File: config.mk
export PLATFORM = sky130hd
export DESIGN_NAME = resp_command_parser
export DESIGN_NICKNAME = d
export VERILOG_FILES = /design/src/rtl/core/rcp_pkg.sv /design/src/rtl/core/rcp_core.sv /design/src/rtl/core/rcp_res_fifo.sv /design/src/rtl/core/resp_command_parser.sv
export SDC_FILE = /design/constraint.sdc
export NUM_CORES = 1
export LEC_CHECK = 0
export ABC_AREA = 1
export BUFFER_PORTS_ARGS = -buffer_cell sky130_fd_sc_hd__buf_2
export CAP_MARGIN = 20
export CORE_MARGIN = 2
export CORE_UTILIZATION = 50
export CTS_CLUSTER_SIZE = 14
export DETAILED_ROUTE_END_ITERATION = 10
export HOLD_SLACK_MARGIN = 0.12
export PLACE_DENSITY = 0.68
export SYNTH_ARGS = -nofsm -noshare
export SYNTH_HDL_FRONTEND = slang
export SYNTH_SLANG_ARGS = --single-unit
File: constraint.sdc
create_clock -name clk -period 18.5 [get_ports clk]
set_input_delay 0.925 -clock clk [delete_from_list [all_inputs] [get_ports clk]]
set_output_delay 0.925 -clock clk [all_outputs]
set_load 0.03 [all_outputs]
File: src/rtl/core/rcp_pkg.sv
// shared types, character codes and helpers for the request command parser
package rcp_pkg;

  // parse phases
  typedef enum logic [3:0] {
    PH_IDLE     = 4'd0,
    PH_COUNT    = 4'd1,
    PH_COUNT_LF = 4'd2,
    PH_MARK     = 4'd3,
    PH_LEN      = 4'd4,
    PH_LEN_LF   = 4'd5,
    PH_PAYLOAD  = 4'd6,
    PH_SKIP     = 4'd7,
    PH_INLINE   = 4'd8,
    PH_DISCARD  = 4'd9
  } rcp_phase_t;

  // result kinds
  typedef enum logic [1:0] {
    KIND_BYTE  = 2'd0,
    KIND_EMPTY = 2'd1,
    KIND_DONE  = 2'd2,
    KIND_ERR   = 2'd3
  } rcp_kind_t;

  // configuration register indexes
  localparam logic REG_MAX_ARG  = 1'b0;
  localparam logic REG_MAX_BULK = 1'b1;

  localparam logic [15:0] MAX_ARG_RESET  = 16'd1024;
  localparam logic [29:0] MAX_BULK_RESET = 30'd536870912;

  // result queue depth, at least two
  localparam int RES_DEPTH = 4;

  // character codes
  localparam logic [7:0] CH_STAR   = 8'h2A;
  localparam logic [7:0] CH_DOLLAR = 8'h24;
  localparam logic [7:0] CH_CR     = 8'h0D;
  localparam logic [7:0] CH_LF     = 8'h0A;
  localparam logic [7:0] CH_SPACE  = 8'h20;
  localparam logic [7:0] CH_MINUS  = 8'h2D;
  localparam logic [7:0] CH_ZERO   = 8'h30;
  localparam logic [7:0] CH_NINE   = 8'h39;

  // one result item
  typedef struct packed {
    rcp_kind_t   kind;
    logic [7:0]  data;
    logic        first;
    logic        last;
    logic [15:0] index;
    logic [15:0] total;
    logic [31:0] consumed;
    logic        last_of_run;
  } rcp_res_t;

  // up to two results caused by one byte
  typedef struct packed {
    logic [1:0] n;
    rcp_res_t   r0;
    rcp_res_t   r1;
  } rcp_push_t;

  function automatic rcp_res_t mk_res(rcp_kind_t kind, logic [7:0] data, logic first,
                                      logic last, logic [15:0] index,
                                      logic [15:0] total, logic [31:0] consumed);
    rcp_res_t r;
    r.kind        = kind;
    r.data        = data;
    r.first       = first;
    r.last        = last;
    r.index       = index;
    r.total       = total;
    r.consumed    = consumed;
    r.last_of_run = 1'b0;
    return r;
  endfunction

endpackage

File: src/rtl/core/rcp_core.sv
// parser state registers and the per-byte next-state and result logic
module rcp_core (
  input  logic                clk,
  input  logic                rst_n,
  input  logic                acc,
  input  logic [7:0]          byte_in,
  input  logic [15:0]         max_arg,
  input  logic [29:0]         max_bulk,
  output rcp_pkg::rcp_push_t  push
);

  rcp_pkg::rcp_phase_t phase_r, phase_nxt;
  logic [31:0] accum_r, accum_nxt;
  logic        neg_r, neg_nxt;
  logic        digits_r, digits_nxt;
  logic [15:0] args_rem_r, args_rem_nxt;
  logic [15:0] arg_pos_r, arg_pos_nxt;
  logic [29:0] pay_rem_r, pay_rem_nxt;
  logic [1:0]  skip_rem_r, skip_rem_nxt;
  logic [31:0] seen_r, seen_nxt;
  logic [7:0]  held_r, held_nxt;
  logic        held_vld_r, held_vld_nxt;
  logic        cr_pend_r, cr_pend_nxt;
  logic        tok_open_r, tok_open_nxt;

  rcp_pkg::rcp_res_t res [2];
  logic [1:0]  res_n;
  logic        do_inline;
  logic        inl_done;
  logic        is_digit;
  logic [35:0] mul10;
  logic [31:0] accum_dig;
  logic [31:0] count_val;

  // decimal accumulate with saturation
  assign is_digit  = (byte_in >= rcp_pkg::CH_ZERO) && (byte_in <= rcp_pkg::CH_NINE);
  assign mul10     = {1'b0, accum_r, 3'b000} + {3'b000, accum_r, 1'b0}
                   + {32'd0, byte_in[3:0] - rcp_pkg::CH_ZERO[3:0]};
  assign accum_dig = (mul10[35:32] != 4'd0) ? 32'hFFFF_FFFF : mul10[31:0];
  assign count_val = neg_r ? 32'd0 : accum_r;

  // next state and results for one byte
  always_comb begin
    phase_nxt    = phase_r;
    accum_nxt    = accum_r;
    neg_nxt      = neg_r;
    digits_nxt   = digits_r;
    args_rem_nxt = args_rem_r;
    arg_pos_nxt  = arg_pos_r;
    pay_rem_nxt  = pay_rem_r;
    skip_rem_nxt = skip_rem_r;
    seen_nxt     = seen_r;
    held_nxt     = held_r;
    held_vld_nxt = held_vld_r;
    cr_pend_nxt  = cr_pend_r;
    tok_open_nxt = tok_open_r;
    res[0]       = '0;
    res[1]       = '0;
    res_n        = 2'd0;
    do_inline    = 1'b0;
    inl_done     = 1'b0;

    if (phase_r == rcp_pkg::PH_DISCARD) begin
      if (byte_in == rcp_pkg::CH_LF) phase_nxt = rcp_pkg::PH_IDLE;
    end else begin
      // a new command starts from clean counters
      if (phase_r == rcp_pkg::PH_IDLE) begin
        seen_nxt     = 32'd0;
        arg_pos_nxt  = 16'd0;
        args_rem_nxt = 16'd0;
        held_vld_nxt = 1'b0;
        cr_pend_nxt  = 1'b0;
        tok_open_nxt = 1'b0;
      end
      if (seen_nxt != 32'hFFFF_FFFF) seen_nxt = seen_nxt + 32'd1;

      case (phase_r)
        rcp_pkg::PH_IDLE: begin
          if (byte_in == rcp_pkg::CH_STAR) begin
            accum_nxt  = 32'd0;
            neg_nxt    = 1'b0;
            digits_nxt = 1'b0;
            phase_nxt  = rcp_pkg::PH_COUNT;
          end else begin
            phase_nxt = rcp_pkg::PH_INLINE;
            do_inline = 1'b1;
          end
        end
        rcp_pkg::PH_COUNT, rcp_pkg::PH_LEN: begin
          if (is_digit) begin
            accum_nxt  = accum_dig;
            digits_nxt = 1'b1;
          end else if (byte_in == rcp_pkg::CH_MINUS && !digits_r && !neg_r) begin
            neg_nxt = 1'b1;
          end else if (byte_in == rcp_pkg::CH_CR && digits_r) begin
            phase_nxt = (phase_r == rcp_pkg::PH_COUNT) ? rcp_pkg::PH_COUNT_LF
                                                        : rcp_pkg::PH_LEN_LF;
          end else begin
            res[res_n[0]] = rcp_pkg::mk_res(rcp_pkg::KIND_ERR, 8'd0, 1'b0, 1'b0,
                                            16'd0, 16'd0, 32'd0);
            res_n     = res_n + 2'd1;
            phase_nxt = (byte_in == rcp_pkg::CH_LF) ? rcp_pkg::PH_IDLE
                                                    : rcp_pkg::PH_DISCARD;
          end
        end
        rcp_pkg::PH_COUNT_LF: begin
          if (byte_in != rcp_pkg::CH_LF || count_val > {16'd0, max_arg}) begin
            res[res_n[0]] = rcp_pkg::mk_res(rcp_pkg::KIND_ERR, 8'd0, 1'b0, 1'b0,
                                            16'd0, 16'd0, 32'd0);
            res_n     = res_n + 2'd1;
            phase_nxt = (byte_in == rcp_pkg::CH_LF) ? rcp_pkg::PH_IDLE
                                                    : rcp_pkg::PH_DISCARD;
          end else if (count_val == 32'd0) begin
            res[res_n[0]] = rcp_pkg::mk_res(rcp_pkg::KIND_DONE, 8'd0, 1'b0, 1'b0,
                                            16'd0, arg_pos_nxt, seen_nxt);
            res_n     = res_n + 2'd1;
            phase_nxt = rcp_pkg::PH_IDLE;
          end else begin
            args_rem_nxt = count_val[15:0];
            arg_pos_nxt  = 16'd0;
            phase_nxt    = rcp_pkg::PH_MARK;
          end
        end
        rcp_pkg::PH_MARK: begin
          if (byte_in == rcp_pkg::CH_DOLLAR) begin
            accum_nxt  = 32'd0;
            neg_nxt    = 1'b0;
            digits_nxt = 1'b0;
            phase_nxt  = rcp_pkg::PH_LEN;
          end else begin
            res[res_n[0]] = rcp_pkg::mk_res(rcp_pkg::KIND_ERR, 8'd0, 1'b0, 1'b0,
                                            16'd0, 16'd0, 32'd0);
            res_n     = res_n + 2'd1;
            phase_nxt = (byte_in == rcp_pkg::CH_LF) ? rcp_pkg::PH_IDLE
                                                    : rcp_pkg::PH_DISCARD;
          end
        end
        rcp_pkg::PH_LEN_LF: begin
          if (byte_in != rcp_pkg::CH_LF || (neg_r && accum_r != 32'd0) ||
              accum_r > {2'd0, max_bulk}) begin
            res[res_n[0]] = rcp_pkg::mk_res(rcp_pkg::KIND_ERR, 8'd0, 1'b0, 1'b0,
                                            16'd0, 16'd0, 32'd0);
            res_n     = res_n + 2'd1;
            phase_nxt = (byte_in == rcp_pkg::CH_LF) ? rcp_pkg::PH_IDLE
                                                    : rcp_pkg::PH_DISCARD;
          end else if (accum_r == 32'd0) begin
            res[res_n[0]] = rcp_pkg::mk_res(rcp_pkg::KIND_EMPTY, 8'd0, 1'b1, 1'b1,
                                            arg_pos_nxt, 16'd0, 32'd0);
            res_n        = res_n + 2'd1;
            skip_rem_nxt = 2'd2;
            phase_nxt    = rcp_pkg::PH_SKIP;
          end else begin
            pay_rem_nxt  = accum_r[29:0];
            tok_open_nxt = 1'b0;
            phase_nxt    = rcp_pkg::PH_PAYLOAD;
          end
        end
        rcp_pkg::PH_PAYLOAD: begin
          res[res_n[0]] = rcp_pkg::mk_res(rcp_pkg::KIND_BYTE, byte_in, !tok_open_r,
                                          pay_rem_r == 30'd1, arg_pos_nxt,
                                          16'd0, 32'd0);
          res_n        = res_n + 2'd1;
          tok_open_nxt = 1'b1;
          if (pay_rem_r != 30'd0) pay_rem_nxt = pay_rem_r - 30'd1;
          if (pay_rem_nxt == 30'd0) begin
            tok_open_nxt = 1'b0;
            skip_rem_nxt = 2'd2;
            phase_nxt    = rcp_pkg::PH_SKIP;
          end
        end
        rcp_pkg::PH_SKIP: begin
          if (skip_rem_r != 2'd0) skip_rem_nxt = skip_rem_r - 2'd1;
          if (skip_rem_nxt == 2'd0) begin
            if (arg_pos_nxt != 16'hFFFF) arg_pos_nxt = arg_pos_nxt + 16'd1;
            if (args_rem_nxt != 16'd0) args_rem_nxt = args_rem_nxt - 16'd1;
            if (args_rem_nxt == 16'd0) begin
              res[res_n[0]] = rcp_pkg::mk_res(rcp_pkg::KIND_DONE, 8'd0, 1'b0, 1'b0,
                                              16'd0, arg_pos_nxt, seen_nxt);
              res_n     = res_n + 2'd1;
              phase_nxt = rcp_pkg::PH_IDLE;
            end else begin
              phase_nxt = rcp_pkg::PH_MARK;
            end
          end
        end
        rcp_pkg::PH_INLINE: begin
          do_inline = 1'b1;
        end
        default: begin
          phase_nxt = rcp_pkg::PH_IDLE;
        end
      endcase

      // inline form: tokens split at spaces, each byte held back by one
      if (do_inline) begin
        if (cr_pend_nxt) begin
          cr_pend_nxt = 1'b0;
          if (byte_in == rcp_pkg::CH_LF) begin
            if (held_vld_nxt) begin
              res[res_n[0]] = rcp_pkg::mk_res(rcp_pkg::KIND_BYTE, held_nxt,
                                              !tok_open_nxt, 1'b1, arg_pos_nxt,
                                              16'd0, 32'd0);
              res_n        = res_n + 2'd1;
              held_vld_nxt = 1'b0;
              tok_open_nxt = 1'b0;
              if (arg_pos_nxt != 16'hFFFF) arg_pos_nxt = arg_pos_nxt + 16'd1;
            end
            res[res_n[0]] = rcp_pkg::mk_res(rcp_pkg::KIND_DONE, 8'd0, 1'b0, 1'b0,
                                            16'd0, arg_pos_nxt, seen_nxt);
            res_n     = res_n + 2'd1;
            phase_nxt = rcp_pkg::PH_IDLE;
            inl_done  = 1'b1;
          end else begin
            // a lone carriage return is an ordinary token byte
            if (held_vld_nxt) begin
              res[res_n[0]] = rcp_pkg::mk_res(rcp_pkg::KIND_BYTE, held_nxt,
                                              !tok_open_nxt, 1'b0, arg_pos_nxt,
                                              16'd0, 32'd0);
              res_n        = res_n + 2'd1;
              tok_open_nxt = 1'b1;
            end
            held_nxt     = rcp_pkg::CH_CR;
            held_vld_nxt = 1'b1;
          end
        end
        if (!inl_done) begin
          if (byte_in == rcp_pkg::CH_SPACE) begin
            if (held_vld_nxt) begin
              res[res_n[0]] = rcp_pkg::mk_res(rcp_pkg::KIND_BYTE, held_nxt,
                                              !tok_open_nxt, 1'b1, arg_pos_nxt,
                                              16'd0, 32'd0);
              res_n        = res_n + 2'd1;
              held_vld_nxt = 1'b0;
              tok_open_nxt = 1'b0;
              if (arg_pos_nxt != 16'hFFFF) arg_pos_nxt = arg_pos_nxt + 16'd1;
            end
          end else if (byte_in == rcp_pkg::CH_CR) begin
            cr_pend_nxt = 1'b1;
          end else begin
            if (held_vld_nxt) begin
              res[res_n[0]] = rcp_pkg::mk_res(rcp_pkg::KIND_BYTE, held_nxt,
                                              !tok_open_nxt, 1'b0, arg_pos_nxt,
                                              16'd0, 32'd0);
              res_n        = res_n + 2'd1;
              tok_open_nxt = 1'b1;
            end
            held_nxt     = byte_in;
            held_vld_nxt = 1'b1;
          end
        end
      end
    end

    // mark the last result of this byte
    if (res_n == 2'd1) res[0].last_of_run = 1'b1;
    if (res_n == 2'd2) res[1].last_of_run = 1'b1;
  end

  // results handed to the queue in the accept cycle
  always_comb begin
    push.n  = acc ? res_n : 2'd0;
    push.r0 = res[0];
    push.r1 = res[1];
  end

  // state registers
  always_ff @(posedge clk) begin
    if (!rst_n) begin
      phase_r    <= rcp_pkg::PH_IDLE;
      accum_r    <= 32'd0;
      neg_r      <= 1'b0;
      digits_r   <= 1'b0;
      args_rem_r <= 16'd0;
      arg_pos_r  <= 16'd0;
      pay_rem_r  <= 30'd0;
      skip_rem_r <= 2'd0;
      seen_r     <= 32'd0;
      held_r     <= 8'd0;
      held_vld_r <= 1'b0;
      cr_pend_r  <= 1'b0;
      tok_open_r <= 1'b0;
    end else if (acc) begin
      phase_r    <= phase_nxt;
      accum_r    <= accum_nxt;
      neg_r      <= neg_nxt;
      digits_r   <= digits_nxt;
      args_rem_r <= args_rem_nxt;
      arg_pos_r  <= arg_pos_nxt;
      pay_rem_r  <= pay_rem_nxt;
      skip_rem_r <= skip_rem_nxt;
      seen_r     <= seen_nxt;
      held_r     <= held_nxt;
      held_vld_r <= held_vld_nxt;
      cr_pend_r  <= cr_pend_nxt;
      tok_open_r <= tok_open_nxt;
    end
  end

  // an error always leads to restart or to dropping up to the line end
  a_err_recover: assert property (@(posedge clk) disable iff (!rst_n)
    (acc && res_n != 2'd0 && res[0].kind == rcp_pkg::KIND_ERR)
    |=> (phase_r == rcp_pkg::PH_IDLE || phase_r == rcp_pkg::PH_DISCARD))
    else $error("error result without recovery phase");

  // a completed command returns the parser to idle
  a_done_idle: assert property (@(posedge clk) disable iff (!rst_n)
    (acc && res_n != 2'd0 &&
     (res[0].kind == rcp_pkg::KIND_DONE || res[1].kind == rcp_pkg::KIND_DONE))
    |=> phase_r == rcp_pkg::PH_IDLE)
    else $error("command complete without return to idle");

  // payload phase always holds a nonzero remaining length
  a_pay_nonzero: assert property (@(posedge clk) disable iff (!rst_n)
    phase_r == rcp_pkg::PH_PAYLOAD |-> pay_rem_r != 30'd0)
    else $error("payload phase with zero length left");

endmodule

File: src/rtl/core/rcp_res_fifo.sv
// result queue taking up to two results per cycle and giving one
module rcp_res_fifo #(
  parameter int Depth = rcp_pkg::RES_DEPTH
) (
  input  logic               clk,
  input  logic               rst_n,
  input  rcp_pkg::rcp_push_t push,
  input  logic               pop,
  output rcp_pkg::rcp_res_t  head,
  output logic               head_vld,
  output logic               room
);

  localparam int PW = (Depth > 1) ? $clog2(Depth) : 1;
  localparam int CW = $clog2(Depth + 1);

  rcp_pkg::rcp_res_t mem [Depth];
  logic [PW-1:0] wr_r, wr_nxt, rd_r, rd_nxt;
  logic [PW-1:0] wr_p1, wr_p2;
  logic [CW-1:0] cnt_r, cnt_nxt;
  logic          pop_ok;

  function automatic logic [PW-1:0] ptr_inc(logic [PW-1:0] p);
    return (p == PW'(Depth - 1)) ? '0 : p + PW'(1);
  endfunction

  assign wr_p1    = ptr_inc(wr_r);
  assign wr_p2    = ptr_inc(wr_p1);
  assign head     = mem[rd_r];
  assign head_vld = cnt_r != '0;
  assign room     = cnt_r <= CW'(Depth - 2);
  assign pop_ok   = pop && head_vld;

  // pointer and fill count update
  always_comb begin
    case (push.n)
      2'd1:    wr_nxt = wr_p1;
      2'd2:    wr_nxt = wr_p2;
      default: wr_nxt = wr_r;
    endcase
    rd_nxt  = pop_ok ? ptr_inc(rd_r) : rd_r;
    cnt_nxt = cnt_r + CW'(push.n) - CW'(pop_ok);
  end

  always_ff @(posedge clk) begin
    if (!rst_n) begin
      wr_r  <= '0;
      rd_r  <= '0;
      cnt_r <= '0;
    end else begin
      wr_r  <= wr_nxt;
      rd_r  <= rd_nxt;
      cnt_r <= cnt_nxt;
    end
  end

  // entry storage
  always_ff @(posedge clk) begin
    if (push.n != 2'd0) mem[wr_r] <= push.r0;
    if (push.n == 2'd2) mem[wr_p1] <= push.r1;
  end

  a_no_overflow: assert property (@(posedge clk) disable iff (!rst_n)
    CW'(push.n) <= CW'(Depth) - cnt_r)
    else $error("result queue overflow");

  a_cnt_range: assert property (@(posedge clk) disable iff (!rst_n)
    cnt_r <= CW'(Depth))
    else $error("result queue count out of range");

  a_pop_drain: assert property (@(posedge clk) disable iff (!rst_n)
    (pop_ok && push.n == 2'd0) |=> cnt_r == $past(cnt_r) - CW'(1))
    else $error("result queue count not decremented on pop");

endmodule

File: src/rtl/core/resp_command_parser.sv
// top level of the request command parser: config registers, parser core, result queue
//
// Byte-stream parser for multi-bulk and inline key-value request commands.
// Input channel: one stream byte per beat on in_tdata. Result channel: one result
// per beat; out_tuser carries the result kind (argument byte, empty argument,
// command complete, error) and out_tlast marks the last result caused by one
// input byte (a byte causes zero, one or two results).
// Configuration: cfg_we writes cfg_wdata into register cfg_addr (0 largest
// argument count, 1 largest bulk length); the user must write only while the
// parser is idle; the block does not enforce it. Results leave via the result queue.
// Throughput: one byte per cycle while results drain at one per cycle; the
// result queue (RESULT_DEPTH entries) takes a byte only when it has room for
// two results, so a byte that gives two results can slow intake when the
// receiver also takes one result a cycle.
// Reset (synchronous, rst_n low) puts the parser in its idle phase, empties the
// result queue and restores the register defaults.
// When the receiver stalls, results wait in the queue and in_tready falls once
// fewer than two entries are free; nothing is dropped.
module resp_command_parser #(
  parameter int RESULT_DEPTH = rcp_pkg::RES_DEPTH
) (
  input  logic        clk,
  input  logic        rst_n,
  // input byte stream
  input  logic        in_tvalid,
  output logic        in_tready,
  input  logic [7:0]  in_tdata,   // [7:0] in_byte
  // result stream
  output logic        out_tvalid,
  input  logic        out_tready,
  output logic [79:0] out_tdata,  // [7:0] data, [8] arg_first, [9] arg_last,
                                  // [25:10] arg_index, [41:26] arg_total,
                                  // [73:42] consumed, [79:74] zero
  output logic [1:0]  out_tuser,  // [1:0] kind
  output logic        out_tlast,  // last result of the input byte
  // configuration writes
  input  logic        cfg_we,
  input  logic        cfg_addr,
  input  logic [29:0] cfg_wdata
);

  logic [15:0]        max_arg_r;
  logic [29:0]        max_bulk_r;
  logic               in_acc;
  rcp_pkg::rcp_push_t push;
  rcp_pkg::rcp_res_t  head;

  // limit registers
  always_ff @(posedge clk) begin
    if (!rst_n) begin
      max_arg_r  <= rcp_pkg::MAX_ARG_RESET;
      max_bulk_r <= rcp_pkg::MAX_BULK_RESET;
    end else if (cfg_we) begin
      case (cfg_addr)
        rcp_pkg::REG_MAX_ARG:  max_arg_r  <= cfg_wdata[15:0];
        rcp_pkg::REG_MAX_BULK: max_bulk_r <= cfg_wdata;
        default: ;
      endcase
    end
  end

  assign in_acc = in_tvalid && in_tready;

  rcp_core u_core (
    .clk      (clk),
    .rst_n    (rst_n),
    .acc      (in_acc),
    .byte_in  (in_tdata),
    .max_arg  (max_arg_r),
    .max_bulk (max_bulk_r),
    .push     (push)
  );

  rcp_res_fifo #(
    .Depth (RESULT_DEPTH)
  ) u_fifo (
    .clk      (clk),
    .rst_n    (rst_n),
    .push     (push),
    .pop      (out_tready),
    .head     (head),
    .head_vld (out_tvalid),
    .room     (in_tready)
  );

  // result beat packing
  assign out_tdata = {6'd0, head.consumed, head.total, head.index,
                      head.last, head.first, head.data};
  assign out_tuser = head.kind;
  assign out_tlast = head.last_of_run;

endmodule
* After elaboration in Yosys (flattened, before gate mapping)
Memories as Yosys holds them, arrays and structs flattened. A register that Yosys moved wholly into a read port is not among the register bits. Cells that the tools add are included.
Operators by class: magnitude comparators 11, muxes and demuxes 211, reductions and logical operators 45, bitwise operators 5, eq/ne operators 38, add/subtract/negate cells 17
Operators with widths (count):
- two-way mux 154 bit | 17
- two-way mux 77 bit | 13
- bitwise mux 154 bit | 5
- two-way mux 16 bit | 31
- one-hot mux 77 bit (6 select lines) | 1
- two-way mux 32 bit | 9
- demux 77 bit (select 1 bit) | 3
- two-way mux 30 bit | 5
- one-hot mux 32 bit (3 select lines) | 1
- two-way mux 76 bit | 1
- two-way mux 2 bit | 35
- logical NOT 32 bit | 2
- one-hot mux 16 bit (2 select lines) | 2
- two-way mux 4 bit | 15
- one-hot mux 30 bit (2 select lines) | 1
- two-way mux 1 bit | 56
- two-way mux 8 bit | 7
- adder 16 x 1 -> 16 bit (second input constant) | 3
- inequality test 16 bit (second input constant) | 3
- adder 35 x 33 -> 36 bit | 1
- adder 36 x 4 -> 36 bit | 1
- adder 32 x 1 -> 32 bit (second input constant) | 1
- == test 8 x 6 -> 1 bit (second input constant) | 4
- greater-than comparator 32 x 16 -> 1 bit | 1
- other kinds (52) | 109
Storage, ports and cells: memories kept 1, output and inout bits 85, flip-flop bits (word level) 198, memory bits (writable) 308
Memory list:
- u_fifo.mem | words 4, width 77, read ports 1, clocked after memory_dff 1, wr ports 2, line rcp_res_fifo.sv:17 | rcp_pkg::rcp_res_t mem [Depth];

* Logic depth before layout (Yosys ltp)
Gate-level depths: netlist (run 1).
word-level depth 37, mapped depth 42, gate-level depth less buffers 41

* Hierarchy
From an unflattened synthesis (run 1), not the netlist that was laid out.
Unflattened totals: cells, all modules 4911, area total of the unflattened synthesis 35709.2 µm²
By module, submodules not included:
- rcp_core | area each 18014.8 µm², instances 1, cells each 3081
- rcp_res_fifo | area each 15874.0 µm², instances 1, cells each 1587
- resp_command_parser | area each 1820.5 µm², instances 1, cells each 243

* Worst setup path after synthesis (run 1)
OpenSTA, ideal clock, no wires.
kind register to register, from reg u_core.phase_r[0], to mem u_fifo.mem[2][0] (netlist bit) (enable), stages on the path, launching flop included 32, required time 17881 ps, arrival time 9805 ps, setup slack 8077 ps, setup time 619 ps, path through dfxtp_1 nor2_2 nand2_4 buf_12 buf_12 nand2_4 ha_1 nand3_1 nor2_2 nand2_1 nor2_4 nor2_1 nand2_1 xor2_1 nand2_1 nor4b_2 nand4_1 nand3_2 inv_4 ha_1 ha_1 inv_1 nand2_1 nand2_2 nand2_2 buf_6 nand3_1 o21ai_2 nor2_1 inv_1 ha_1 o21ai_0
RTL lines:
- start, declared | line rcp_core.sv:12 | rcp_pkg::rcp_phase_t phase_r, phase_nxt;
- start signal, assigned | line rcp_core.sv:269 | phase_r <= rcp_pkg::PH_IDLE;
- start signal, assigned | line rcp_core.sv:283 | phase_r <= phase_nxt;
- end, declared | line rcp_res_fifo.sv:17

==> summary.md, run 1 <==
| Metric | Value |
|---|---|
| DRT Pass-1 Iters | 6 |
| Area growth syn-to-layout | 8.873% |
| Global-route wire length before repair | 172.7 mm |
| Maximum vdd ir drop | 97.30 uV |
| CP Class | reg2reg |
| TritonCTS clock tree | built |
| Post-synthesis sequential element count | 508 |
| Critical path's slowest cell | inv_2 |
| Max FO, Critical Path | 54 |
| RSZ-0062 raised after global routing | false |
| Row cnt | 95 |
| Status | complete, no violations |
| Setup crit end kind | flop |
| Post-synth top area share | 27.10% |
| Largest net degree at the start of global routing | 99 |
| Req. time, crit path | 18840 ps |
| TritonCTS Buffers | 57 |
| Setup-failing EPs final | 0 |
| CTS sink count | 508 |
| GP Congestion | 0.9944 |
| Synth Cell Area | 34120 um2 |
| Power Density | 98.47 nW/um2 |
| Post-synth top cells | nand2_1 (981), o21ai_0 (554), nor2_1 (551), inv_1 (448), nand3_1 (399) |
| Port Buf Inserts | 122 |
| Non-Filler Instances | 5630 |
| Hold Path Class | reg2reg |
| First DRT Iteration DRCs | 3800 |
| Worst Setup SP | u_core.phase_r[0] |
| Tcrit/Tclk final | 49.91% |
| Peak Freq | 108.3 MHz |
| Post-cts resize count | 0 |
| Final HPWL DP | 75.57 mm |
| R2r setup slk | 9270 ps |
| Leakage | 15.67 nW |
| R2r endpoint | u_fifo.mem[3][38] |
| Worst Setup EP | u_fifo.mem[3][38] |
| Async SR Flop Fraction | 0% |
| Vias | 33110 |
| Syn Area/Cell | 7.217 um2 |
| Die span in x | 265.2 um |
| Final min period | 9234 ps |
| Setup Buffers After CTS | 0 |
| Share of cells above drive strength 1 | 9.317% |
| Post-synth cell types | 68 |
| Seq/Total Area, Yosys | 38.84% |
| Slew @ Worst Pin | 1122 ps |
| TNS Setup | 0 ps |
| Clock transition at path regs | 60 ps |
| Total wire length | 111.4 mm |
| Final ANT Viol Nets | 0 |
| DRC viols | 0 |
| Core Region | 67400 um2 |
| GRT overflow | 0 |
| Area contributors post-synth | edfxtp_1 (27%), dfxtp_1 (12%), nand2_1 (11%) |
| Main synth FF type | edfxtp_1 |
| Vert. Die Dim | 265.2 um |
| Htree depth | 2 |
| Reg2reg path depth | 33 |
| Nets | 4888 |
| Final Hold Viols | 0 |
| Max Buffers Root-to-Sink | 3 |
| CP Launch Type | flop |
| Syn Inst Count | 4728 |
| Rel. slew slack | 24.41% |
| Placed cells | 5518 |
| CP max stage delay | 1050 ps |
| Total track usage | 31.00% |
| Post-detailed-route wirelength per cell | 19.79 um |
| Dominant cell type by area after synthesis | edfxtp_1 |
| Max-slew violations | 0 |
| Clock Skew | 19.30 ps |
| Worst-Skew Late Latency | 630 ps |
| Worst r2r src | u_core.phase_r[0] |
| CP most frequent cell | nand2_1 |
| Via density | 5.880 |
| Die area | 70350 um2 |
| Initial antenna violation count | 2 |
| Max cap viols | 0 |
| Io pins | 129 |
| Most common cell in the netlist | nand2_1 |
| Number of synthesized flops with an enable pin | 308 |
| Hold_buf cts | 0 |
| Number of global-route vias before repair | 30180 |
| Clock root buffer | clkbuf_16 |
| Worst path arrival time | 9570 ps |
| Starting Density | 50.63% |
| Ys Warns | 0 |
-- stage by stage --
stage	hold slack, ps	util [%]	cell area [um2]	power [mW]	worst slack (ps)
2_1_floorplan	435.3	-	34140	2.149	8077
3_3_place_gp	449.4	52.19	35180	2.486	9687
6_report	458.8	55.12	37150	3.658	9266
4_1_cts	461.9	55.01	37080	3.655	9421
5_1_grt	491.2	55.12	37150	3.817	8664
3_5_place_dp	453.4	52.19	35180	2.499	9465
-- flip-flops by register name, indices dropped and copies added (netlist names), 3 cells and up, named ones only --
register	flops
max_arg_r	16
max_bulk_r	30
u_core.accum_r	32
u_core.arg_pos_r	16
u_core.args_rem_r	16
u_core.held_r	8
u_core.pay_rem_r	30
u_core.phase_r	4
u_core.seen_r	32
u_fifo.cnt_r	3
u_fifo.mem	308
-- cell type report --
type | instances | area, um2
repair buffers | 170 | 1013
clock inverters | 36 | 364.1
flip-flops and latches | 508 | 13260
inverters | 484 | 1831
well taps | 873 | 1092
multi-input cells | 3487 | 18050
diodes | 2 | 5.005
fillers | 6461 | 30250
clock buffers | 70 | 1535
-- per-layer routing --
layer / track usage, % / part of all wire [%] / wire (um) / up-vias
met5: 0 / 0.0099 / 11 / -
met4: 9.146 / 2.8 / 3161 / 2
met3: 6.258 / 10 / 11440 / 225
met2: 48.46 / 44 / 49280 / 1530
met1: 43.42 / 43 / 47540 / 15400
li1: - / - / - / 15950
-- critical path: cells and delay by family, from the launching register on --
kind / cells / cell delay, ps
AO/OA/AOI/OAI: 2 / 350
XOR/XNOR: 1 / 200
adder cells (fa/ha/maj): 3 / 1030
buffers and inverters: 7 / 3030
flip-flops: 1 / 340
AND/OR/NAND/NOR: 20 / 3900
-- worst min path at each step --
stage                   startpoint        endpoint  slack, ps  cells after the start
finish              max_bulk_r[14]  max_bulk_r[14]        460                      2
global route        max_bulk_r[14]  max_bulk_r[14]        490                      2
CTS                   max_arg_r[3]    max_arg_r[3]        460                      2
detailed placement    max_arg_r[3]    max_arg_r[3]        450                      2
global placement    max_bulk_r[21]  max_bulk_r[21]        450                      2
floorplan            max_arg_r[11]   max_arg_r[11]        440                      2
-- cell usage in the layout (no fill, tap or decap), types with 7 or more instances in the layout --
cell         n
inv_1      445
nand2_2     36
nor2_4      12
nand3_1    399
nor4_1      17
a31oi_1     15
nor2_2      17
buf_2      121
dfxtp_1    198
nand3_2     21
o211ai_1    39
buf_4       45
nand2_1    977
ha_1       133
o21ai_0    550
o221ai_1     9
nand4_1     49
inv_2       24
clkinv_1    20
a211oi_1    32
clkbuf_1     7
o21ai_1     36
clkbuf_16   57
nor3_1      32
a21oi_1    258
clkinv_2    15
xnor2_1     12
nor2_1     548
xor2_1      63
mux2i_1     12
or2_2       35
o22ai_1     98
edfxtp_1   308
-- logic make-up after synthesis --
| group | share of synthesized area [%] |
|---|---|
| other | 0.01099 |
| muxes | 0.3520 |
| xor gates and xnor gates | 1.925 |
| DFF | 38.84 |
| AOI/OAI and AO/OA | 17.17 |
| adders and majority gates | 5.053 |
| and+or+nand+nor | 28.13 |
| buffers and inverters | 8.525 |
-- where the power goes --
group	internal (mW)	switching, mW	total [mW]
clock network	0.672	0.491	1.16
registers	1.29	0.0458	1.34
logic	0.297	0.862	1.16
(Power assumes the default switching activity.)
==> run 2: changes to the inputs <==
ABC_AREA = 0   (was 1)
clock period = 8.8 ns   (was 18.5 ns; I/O delays follow)
==> run 2 against run 1 <==
  * Area after synthesis is 9.2% lower
  * Combinational power shrank 18%
  * Largest cell class unchanged
  * Critical endpoint is now u_fifo.mem[0][15]
  * Wire length down 14%
  * Synthesized cell count is 31% lower
==> summary.md, run 2 <==
| Metric | Value |
|---|---|
| Max cap viols | 0 |
| DRC viols | 0 |
| Async SR Flop Fraction | 0% |
| Req. time, crit path | 9090 ps |
| Post-detailed-route wirelength per cell | 23.12 um |
| Global-route wire length before repair | 147.7 mm |
| Max-slew violations | 0 |
| DRT Pass-1 Iters | 7 |
| Total wire length | 96.02 mm |
| CP cell instances | or4_2 > nand2_1 > ha_1 > nand2_1 > nor3_1 > xor2_1 > o21ai_0 > nand4_1 > a2111oi_2 > nand2_1 > nand3_1 > nor3_1 > ha_1 > ha_1 > nand2b_1 > o41ai_1 > nand2b_1 > a21oi_1 > o31ai_1 > buf_4 > or2_2 > ha_1 > o21ai_4 > buf_12 |
| Post-synth top area share | 29.85% |
| Die span in x | 252.9 um |
| Hold Path Class | in2reg |
| Worst path arrival time | 8220 ps |
| GRT overflow | 0 |
| Setup crit end kind | flop |
| R2r setup slk | 870 ps |
| Seq/Total Area, Yosys | 42.77% |
| Syn Inst Count | 3258 |
| Area contributors post-synth | edfxtp_1 (30%), dfxtp_1 (13%), mux4_2 (5.6%) |
| CP max stage delay | 840 ps |
| Largest net degree at the start of global routing | 95 |
| Pwr Total | 5.887 mW |
| Maximum vdd ir drop | 140.7 uV |
| Clock Skew | 43.54 ps |
| Power Density | 170.7 nW/um2 |
| Port Buf Inserts | 122 |
| Total track usage | 29.63% |
| R2r endpoint | u_fifo.mem[0][15] |
| Final Hold Viols | 0 |
| Status | complete, no violations |
| Diode count | 0 |
| Core Region | 61480 um2 |
| Clock root buffer | clkbuf_16 |
| Post-synth top cells | nand2_1 (398), nor2_1 (360), edfxtp_1 (308), a21oi_1 (214), dfxtp_1 (200) |
| CP Class | reg2reg |
| Largest registers | u_fifo.mem: 308 flops, u_core.accum_r: 32 flops, u_core.seen_r: 32 flops |
| Reg2reg path depth | 24 |
| Via density | 6.362 |
| Most frequent cells in the layout | nand2_1 (394), nor2_1 (360), edfxtp_1 (308) |
| Hold_buf cts | 30 |
| CTS sink count | 508 |
| TritonCTS Buffers | 55 |
| Rel. slew slack | 16.92% |
| CP Launch Type | flop |
| Row cnt | 91 |
| Share of cells above drive strength 1 | 14.06% |
| Starting Density | 50.39% |
| Max reg flops | 308 |
| First DRT Iteration DRCs | 2718 |
| Number of synthesized flops with an enable pin | 308 |
| Die area | 63980 um2 |
| Ys Warns | 0 |
| Most common cell after layout, fill and taps aside | nand2_1 |
| Final ANT Viol Nets | 0 |
| Main synth FF type | edfxtp_1 |
| Peak Freq | 126.2 MHz |
| Leakage | 13.26 nW |
| Syn Area/Cell | 9.510 um2 |
| Vias | 26420 |
| WHS Path Cells | 4 |
| Most common cell in the netlist | nand2_1 |
| Post-synth cell types | 98 |
| CP most frequent cell | ha_1 |
| Critical path's slowest cell | o21ai_4 |
| Post-cts resize count | 0 |
| Hold path start | out_tready |
| Io pins | 129 |
| Max Buffers Root-to-Sink | 3 |
| Setup Buffers After CTS | 0 |
| Final min period | 7925 ps |
| Area growth syn-to-layout | 11.32% |
| Biggest register | u_fifo.mem |
| GP Congestion | 0.9699 |
| Clock transition at path regs | 60 ps |
| Worst-Skew Late Latency | 640 ps |
| Setup-failing EPs final | 0 |
| Max FO, Critical Path | 40 |
| Worst r2r src | u_core.phase_r[3] |
| RSZ-0062 raised after global routing | false |
| Tcrit/Tclk final | 90.06% |
| Vert. Die Dim | 252.9 um |
| TritonCTS clock tree | built |
| Nets | 3498 |
| Post-synthesis sequential element count | 508 |
| Htree depth | 2 |
| Initial antenna violation count | 2 |
| TNS Setup | 0 ps |
| Dominant cell type by area after synthesis | edfxtp_1 |
| Number of global-route vias before repair | 25450 |
| CP bufs+invs | 2 |
| Final HPWL DP | 66.68 mm |
| CP delay by family, top | simple AND/OR/NAND/NOR gates |
| Synth Cell Area | 30980 um2 |
| Slew @ Worst Pin | 1233 ps |
-- run 2: cell count changes after synthesis, sizes merged, moves of 61 or more --
cell,before,now
nor2,578,360
nand3,426,66
xnor2,12,77
mux4,0,77
nand2,1019,399
and2,3,70
o22ai,98,19
o21ai,591,173
inv,471,93
a21boi,1,62
-- run 2: layout make-up --
type	count	area, um2
clock inverter	35	345.3
tap	790	988.4
multi-input combinational	2445	16690
sequential	508	13260
inverter	94	352.8
timing repair buffer	214	1424
fill	5314	26990
clock buffer	67	1431
-- run 2: metal layers --
metal / GRT usage, % / vias to the layer above / wire length [um]
met3: 5.489 / 172 / 8662
met1: 41.00 / 12870 / 40790
met5: 0 / - / 30
li1: - / 12100 / -
met2: 46.99 / 1270 / 43880
met4: 9.653 / 4 / 2662
-- run 2: metrics by stage --
step / std cells / utilization [%] / hold slack, ps / setup WS [ps] / area, um2
finish: 4153 / 56.10 / 219.9 / 874.7 / 34490
global route: 4153 / 56.10 / 224.6 / 513.4 / 34490
CTS: 4151 / 56.04 / 194.2 / 989.2 / 34460
detailed placement: 4019 / 52.67 / 459.6 / 1004 / 32380
global placement: 4019 / 52.67 / 454.7 / 1130 / 32380
floorplan: 3263 / - / 443.5 / -49.36 / 31020
-- run 2: worst reg2reg max path, stage by stage, from the launching register on --
cell and delay, ps:
dfxtp_1 510, or4_2 810, nand2_1 130, ha_1 370, nand2_1 130, nor3_1 550
xor2_1 120, o21ai_0 220, nand4_1 130, a2111oi_2 410, nand2_1 340, nand3_1 160
nor3_1 70, ha_1 460, ha_1 410, nand2b_1 130, o41ai_1 140, nand2b_1 230
a21oi_1 170, o31ai_1 90, buf_4 170, or2_2 300, ha_1 340, o21ai_4 840
buf_12 350
-- run 2: cell families (layout without fill, tap and decap cells) --
family	Yosys count	count (layout)	synth area share [%]
and+or+nand+nor	1224	1224	18.47
AOI/OAI and AO/OA	780	780	16.74
DFF	508	508	42.77
buffers and inverters	310	410	3.933
muxes	184	184	9.255
adders and majority gates	136	136	5.565
xor gates and xnor gates	115	115	3.251
other	1	6	0.01210
-- run 2: how the worst max path moves through the flow --
stage                        endpoint  slack [ps]         startpoint  cells past startpoint
global route        u_fifo.mem[0][73]         510  u_core.phase_r[3]                     24
detailed placement  u_fifo.mem[0][72]        1000  u_core.phase_r[3]                     24
CTS                 u_fifo.mem[0][72]         990  u_core.phase_r[3]                     24
floorplan            u_fifo.mem[0][0]         -50  u_core.phase_r[3]                     30
global placement    u_fifo.mem[0][72]        1130  u_core.phase_r[3]                     24
finish              u_fifo.mem[0][15]         870  u_core.phase_r[3]                     24
-- run 2: where the power goes --
group | internal, mW | switching [mW]
registers | 2.55 | 0.0819
logic | 0.332 | 0.620
clock network | 1.29 | 1.01
total | 4.17 | 1.72
